### src/rtl/core/rwc_pkg.sv
// Shared types and constants of the rotating word checksum block.
`timescale 1ns / 1ps

package rwc_pkg;

    // Constants of the checksum arithmetic.
    localparam logic [15:0] ADD_CONST   = 16'hDAAC;
    localparam logic [15:0] FINAL_SUB   = 16'h8631;
    localparam logic [15:0] FINAL_XOR   = 16'hDF9B;
    localparam logic [3:0]  NIBBLE_MASK = 4'hF;

    // Configuration register indexes.
    localparam logic CFG_SEED_LOW  = 1'b0;
    localparam logic CFG_SEED_HIGH = 1'b1;

    // The four phases of the word sequence.
    typedef enum logic [1:0] {
        PHASE_XOR_ROL = 2'd0,
        PHASE_SUB_XOR = 2'd1,
        PHASE_SUB_ADD = 2'd2,
        PHASE_XOR_ROR = 2'd3
    } t_phase;

    // One input request.
    typedef struct packed {
        logic [15:0] data_word;
        logic        first_word;
        logic        last_word;
    } t_in_item;

    // One result request.
    typedef struct packed {
        logic [31:0] checksum;
        logic        odd_length_error;
    } t_out_item;

    // Running state carried from word to word.
    typedef struct packed {
        logic [15:0] acc_low;
        logic [15:0] acc_high;
        t_phase      phase;
        logic        rotate_carry;
    } t_state;

endpackage

### src/rtl/core/rwc_step.sv
// Combinational update of the checksum state for one word, with finalization.
`timescale 1ns / 1ps

module rwc_step (
    input  rwc_pkg::t_state    i_state,
    input  rwc_pkg::t_in_item  i_item,
    input  logic [15:0]        i_seed_low,
    input  logic [15:0]        i_seed_high,
    output rwc_pkg::t_state    o_state,
    output rwc_pkg::t_out_item o_result
);
    import rwc_pkg::*;

    always_comb begin
        t_state      base;
        t_state      nxt;
        logic [31:0] rot;
        logic [3:0]  amt;
        logic [1:0]  phase_bits;
        logic [15:0] final_low;
        logic [15:0] final_high;

        // A start mark reloads the seeds before the word is applied.
        base = i_state;
        if (i_item.first_word) begin
            base.acc_low      = i_seed_low;
            base.acc_high     = i_seed_high;
            base.phase        = PHASE_XOR_ROL;
            base.rotate_carry = 1'b0;
        end

        nxt = base;
        rot = 32'h0;
        amt = 4'h0;

        // Apply the word according to the current phase.
        case (base.phase)
            PHASE_XOR_ROL: begin
                amt = base.acc_high[3:0] & NIBBLE_MASK;
                rot = {base.acc_low ^ i_item.data_word, base.acc_low ^ i_item.data_word} << amt;
                nxt.acc_low      = rot[31:16];
                nxt.rotate_carry = (amt != 4'h0) ? rot[16] : 1'b0;
            end
            PHASE_SUB_XOR: begin
                nxt.acc_high = (base.acc_high - i_item.data_word
                                - {15'h0, base.rotate_carry}) ^ base.acc_low;
            end
            PHASE_SUB_ADD: begin
                nxt.acc_low = base.acc_low - i_item.data_word + ADD_CONST;
            end
            PHASE_XOR_ROR: begin
                amt = base.acc_low[3:0] & NIBBLE_MASK;
                rot = {base.acc_high ^ i_item.data_word, base.acc_high ^ i_item.data_word} >> amt;
                nxt.acc_high = rot[15:0];
            end
            default: begin
                nxt = base;
            end
        endcase

        // The phase advances by one, and returns to the start after a block end.
        phase_bits = base.phase;
        phase_bits = phase_bits + 2'd1;
        nxt.phase  = i_item.last_word ? PHASE_XOR_ROL : t_phase'(phase_bits);

        // Finalize from the updated accumulators.
        final_low  = nxt.acc_low - FINAL_SUB + ADD_CONST;
        final_high = nxt.acc_high ^ FINAL_XOR;

        o_state                   = nxt;
        o_result.checksum         = {final_high, final_low};
        o_result.odd_length_error = (base.phase == PHASE_XOR_ROL)
                                    || (base.phase == PHASE_SUB_ADD);
    end

endmodule

### src/rtl/core/rotating_word_checksum32.sv
// A word accepted into the input register is applied from there to the state register; a
// last word's result is loaded into an output register and held there until taken.
// Throughput: one word per cycle, set by the single update step between the input
// register and the state and result registers; a waiting result stalls only last words.
// Reset: synchronous, active low; clears accumulators, phase, carry, seeds and valid flags.
`timescale 1ns / 1ps

module rotating_word_checksum32 (
    input  logic               i_clk,
    input  logic               i_rst_n,
    input  logic               i_in_valid,
    output logic               o_in_ready,
    input  rwc_pkg::t_in_item  i_in,
    output logic               o_out_valid,
    input  logic               i_out_ready,
    output rwc_pkg::t_out_item o_out,
    input  logic               i_cfg_we,
    input  logic               i_cfg_index,
    input  logic [15:0]        i_cfg_data
);
    import rwc_pkg::*;

    logic        r_in_valid;
    t_in_item    r_in;
    t_state      r_state;
    t_state      n_state;
    logic        r_out_valid;
    t_out_item   r_out;
    t_out_item   n_out;
    logic [15:0] r_seed_low;
    logic [15:0] r_seed_high;
    logic        w_out_free;
    logic        w_advance;

    // The held word is applied when it needs no result slot or one is free.
    assign w_out_free = !r_out_valid || i_out_ready;
    assign w_advance  = r_in_valid && (!r_in.last_word || w_out_free);
    assign o_in_ready = !r_in_valid || w_advance;

    // Configuration registers.
    always_ff @(posedge i_clk) begin
        if (!i_rst_n) begin
            r_seed_low  <= 16'h0;
            r_seed_high <= 16'h0;
        end else if (i_cfg_we) begin
            case (i_cfg_index)
                CFG_SEED_LOW:  r_seed_low  <= i_cfg_data;
                CFG_SEED_HIGH: r_seed_high <= i_cfg_data;
                default:       r_seed_low  <= r_seed_low;
            endcase
        end
    end

    // Input register.
    always_ff @(posedge i_clk) begin
        if (!i_rst_n) begin
            r_in_valid <= 1'b0;
        end else if (o_in_ready) begin
            r_in_valid <= i_in_valid;
        end
    end

    always_ff @(posedge i_clk) begin
        if (o_in_ready && i_in_valid) begin
            r_in <= i_in;
        end
    end

    // Word update and finalization.
    rwc_step u_step (
        .i_state     (r_state),
        .i_item      (r_in),
        .i_seed_low  (r_seed_low),
        .i_seed_high (r_seed_high),
        .o_state     (n_state),
        .o_result    (n_out)
    );

    // Running state.
    always_ff @(posedge i_clk) begin
        if (!i_rst_n) begin
            r_state <= '{acc_low: 16'h0, acc_high: 16'h0, phase: PHASE_XOR_ROL,
                         rotate_carry: 1'b0};
        end else if (w_advance) begin
            r_state <= n_state;
        end
    end

    // Result register.
    always_ff @(posedge i_clk) begin
        if (!i_rst_n) begin
            r_out_valid <= 1'b0;
        end else if (w_advance && r_in.last_word) begin
            r_out_valid <= 1'b1;
        end else if (i_out_ready) begin
            r_out_valid <= 1'b0;
        end
    end

    always_ff @(posedge i_clk) begin
        if (w_advance && r_in.last_word) begin
            r_out <= n_out;
        end
    end

    assign o_out_valid = r_out_valid;
    assign o_out       = r_out;

`ifndef ASSERT_OFF
    // A result appears only after a last word has been applied.
    a_result_source: assert property (@(posedge i_clk) disable iff (!i_rst_n)
        $rose(o_out_valid) |-> $past(w_advance && r_in.last_word))
        else $error("result raised without a last word");

    // A block end leaves the phase at the start.
    a_phase_restart: assert property (@(posedge i_clk) disable iff (!i_rst_n)
        (w_advance && r_in.last_word) |=> (r_state.phase == PHASE_XOR_ROL))
        else $error("phase not restarted after block end");

    // A block end always leaves a result waiting.
    a_result_loaded: assert property (@(posedge i_clk) disable iff (!i_rst_n)
        (w_advance && r_in.last_word) |=> o_out_valid)
        else $error("block end without a result");

    // A last word is never applied over a result that is still waiting.
    a_no_overwrite: assert property (@(posedge i_clk) disable iff (!i_rst_n)
        (w_advance && r_in.last_word && r_out_valid) |-> i_out_ready)
        else $error("result overwritten before it was taken");
`endif

endmodule

### config.mk
export PLATFORM = sky130hd
export DESIGN_NAME = rotating_word_checksum32
export DESIGN_NICKNAME = d
export VERILOG_FILES = /design/src/rtl/core/rwc_pkg.sv /design/src/rtl/core/rwc_step.sv /design/src/rtl/core/rotating_word_checksum32.sv
export SDC_FILE = /design/constraint.sdc
export NUM_CORES = 1
export LEC_CHECK = 0
export ABC_CLOCK_PERIOD_IN_PS = 5190
export BUFFER_PORTS_ARGS = -buffer_cell sky130_fd_sc_hd__buf_4
export CAP_MARGIN = 20
export CORE_UTILIZATION = 40
export CTS_BUF_LIST = sky130_fd_sc_hd__clkbuf_16
export DETAILED_ROUTE_END_ITERATION = 10
export HOLD_SLACK_MARGIN = 0.06
export PLACE_DENSITY = 0.62
export SLEW_MARGIN = 20
export SYNTH_ARGS = -nofsm -noshare
export SYNTH_HDL_FRONTEND = slang
export SYNTH_SLANG_ARGS = --single-unit
export TNS_END_PERCENT = 30
### constraint.sdc
create_clock -name i_clk -period 5.19 [get_ports i_clk]
set_input_delay 0.7785 -clock i_clk [delete_from_list [all_inputs] [get_ports i_clk]]
set_output_delay 0.7785 -clock i_clk [all_outputs]
set_load 0.005 [all_outputs]
==> results.toml <==
[route]
drtAntennaViolNets = 0
firstDrtPassIters = 5
via_per_inst = 5.71
drt_first_iter_violations = 753
routed_wl_um = 29300
wl_per_cell_um = 20.5
vias = 8184
drc = 0

[synthesis]
synth-seq-cells = 120
ys_seq_area_share_pct = 31.1
synthFlopType = "dfxtp_1"
syn-cell-area_um2 = 9370
syn_inst = 1056
post_synth.cell_area_avg_um2 = 8.87
syn-num-nets = 1160
yosysWarnings = 0
ys_types = 79
synth-edff-count = 51
synthArstFlopShare_pct = 0

[placed_design]
place_congestion = 0.941
dp_hpwl_um = 22600
portBuffers = 74
placed_cell_area_um2 = 10200

[sta]
slew_viol_final = 0
rsz0062_at_grt = "false"
worst_pin_slew_ns = 1.01
hold_viol_final = 0
skew_ns = 0.00883
finalSetupTns_ns = 0
maxSlewHeadroom_pct = 32.8
min_period_over_period_pct = 95.4
setup_viol = 0
min_period_ns = 4.95
fmax_mhz = 202

[worst_setup_path]
timing.critical_path.buf_inv = 3
start_kind = "flop"
crit_required_ns = 5.49
cp.arrival_ns = 5.25
slowest_delay_ns = 0.58
worst-path-max-fanout = 29
critPathKind = "reg2reg"
crit_path_end_kind = "flop"
slowest_stage = "mux2i_4"
crit_family = "compound AO/OA/AOI/OAI gates"
cp_cell_sequence = "buf_4, buf_4, mux2i_4, inv_4, fa_1, ha_1, a211o_1, a21oi_1, o21a_1, o31ai_1, a21oi_1, nor2b_1, a211oi_1, nor3_1, nand2b_1"

[flow_run]
cap_violations = 0

[global_route]
grt_max_degree = 48
grt_first_pass_wirelength_um = 44500
grt_pass1_vias = 7596
grt_overflow = 0
grt_antenna_before_repair = 0
grt_usage_pct = 24.8

[die]
io_pins = 75
die_h_um = 155
row_count = 55
dieArea_um2 = 24000
die_w_um = 155
coreArea_um2 = 22800
initial_core_util_pct = 41.1

[cts]
path_clk_slew_ns = 0.06
insertion_delay_ns = 0.43
cts_max_level = 4
clock-root-buffer = "clkbuf_16"
cts.sinks = 120
numCtsBuffers = 17
clockBufferDepth = 2
ctsHoldBuffers = 0
post_cts_buffers = 0
cts_tree = "built"
cts_resized = 0

[power]
p_total_mw = 3.32
ir_drop_mv = 0.238
power_leakage_nw = 4.52
p_per_area_nw_per_um2 = 307

[run_status]
status = "finished clean"

[worst_hold_path]
min_path_type = "reg2reg"

[cells_and_area]
design_area_um2 = 10800
antenna_cells = 0
layout.nets = 1211
utilization_pct = 47.4
drive_gt1_share_pct = 16.5
area_delta_synth_final_pct = 15.2
tightest hold or removal path, cell delays in order (launching register included):
cell and delay [ns]:
dfxtp_1 0.31, nand2_1 0.06, a21oi_1 0.05
cells in the final DEF, fill, tap and decap left out, drive strengths merged, types with 8 or more instances in the layout:
cell type / instances
nor2: 70
dfxtp: 69
clkbuf: 18
mux2: 15
nor3: 11
xnor2: 35
or3: 9
a21oi: 92
o211ai: 14
a21o: 17
a31oi: 9
inv: 81
nand2b: 13
mux4: 22
nand3: 29
ha: 61
xor2: 14
edfxtp: 51
a211oi: 8
buf: 92
mux2i: 66
o21ai: 52
nand2: 158
a221oi: 12
state kept, by name (all words and copies together) (netlist names):
| signal | cells |
|---|---|
| r_seed_low | 16 |
| r_seed_high | 16 |
| r_state | 35 |
| o_out_valid | 1 |
| o_out | 33 |
| r_in | 18 |
| r_in_valid | 1 |
worst paths after layout:
kind                                start                 endpoint  slack, ns  cells after the start
hold reg to reg   r_state[9]$_SDFFE_PN0P_  r_state[9]$_SDFFE_PN0P_       0.46                      2
setup reg to reg        r_in[1]$_DFFE_PP_      o_out[32]$_DFFE_PP_       0.24                     15
setup / recovery        r_in[1]$_DFFE_PP_      o_out[32]$_DFFE_PP_       0.24                     15
hold / removal    r_state[9]$_SDFFE_PN0P_  r_state[9]$_SDFFE_PN0P_       0.46                      2
cells by family after synthesis:
logic type / synth area share, %
AND/OR/NAND/NOR: 15.1
AO/OA/AOI/OAI: 18.9
buffers and inverters: 5.97
flip-flops: 31.1
multiplexers: 14.6
adder cells (fa/ha/maj): 8.79
XOR/XNOR: 5.55
Yosys cell counts, types with 5 or more instances:
| cell | count | area [um2] |
|---|---|---|
| inv_1 | 67 | 251 |
| a211oi_1 | 7 | 52.6 |
| a221oi_1 | 10 | 87.6 |
| buf_2 | 9 | 45.0 |
| xor2_1 | 14 | 123 |
| a21o_1 | 17 | 128 |
| buf_1 | 6 | 22.5 |
| o21ai_0 | 45 | 225 |
| mux2_2 | 14 | 158 |
| and2_1 | 6 | 37.5 |
| o31ai_1 | 5 | 37.5 |
| nor2_1 | 70 | 263 |
| mux4_2 | 16 | 360 |
| nand2_1 | 158 | 593 |
| nand3_1 | 27 | 135 |
| nand2b_1 | 12 | 75.1 |
| clkbuf_1 | 40 | 150 |
| dfxtp_1 | 69 | 1380 |
| nor3_1 | 11 | 55.1 |
| nor2b_1 | 5 | 31.3 |
| or3_1 | 9 | 56.3 |
| o22ai_1 | 6 | 37.5 |
| mux2i_1 | 65 | 651 |
| o21a_1 | 6 | 45.0 |
| a21oi_1 | 91 | 455 |
| a31oi_1 | 9 | 56.3 |
| o211ai_1 | 13 | 97.6 |
| o2111ai_1 | 5 | 43.8 |
| ha_1 | 61 | 763 |
| mux4_1 | 6 | 158 |
| xnor2_1 | 35 | 307 |
| a22oi_1 | 5 | 37.5 |
| edfxtp_1 | 51 | 1530 |
| a221o_1 | 6 | 60.1 |
final cells by class:
cell class	instances	area (um2)
multi-input combinational	803	5910
timing repair buffer	92	691
inverter	73	289
tap	313	392
fill	2201	12000
clock buffer	18	450
clock inverter	14	148
sequential	120	2910
routing by layer:
metal	track usage (%)	vias up	routed length, um
met4	10.0	0	1040
li1	-	3911	-
met5	0	-	0
met2	39.8	321	13600
met3	4.76	58	1900
met1	32.8	3894	12800
report_power, final:
part | switching, mW | internal (mW)
Clock | 0.524 | 0.708
Sequential | 0.0414 | 1.05
Combinational | 0.580 | 0.418
per-stage QoR:
step                cells  hold WS [ns]  setup WS [ns]
detailed placement   1401         0.446          0.420
floorplan            1056         0.433          0.589
global placement     1401         0.443          0.476
finish               1433         0.463          0.238
CTS                  1433         0.464          0.394
global route         1433         0.489        0.00946
Power figures use the tool's default switching activity.
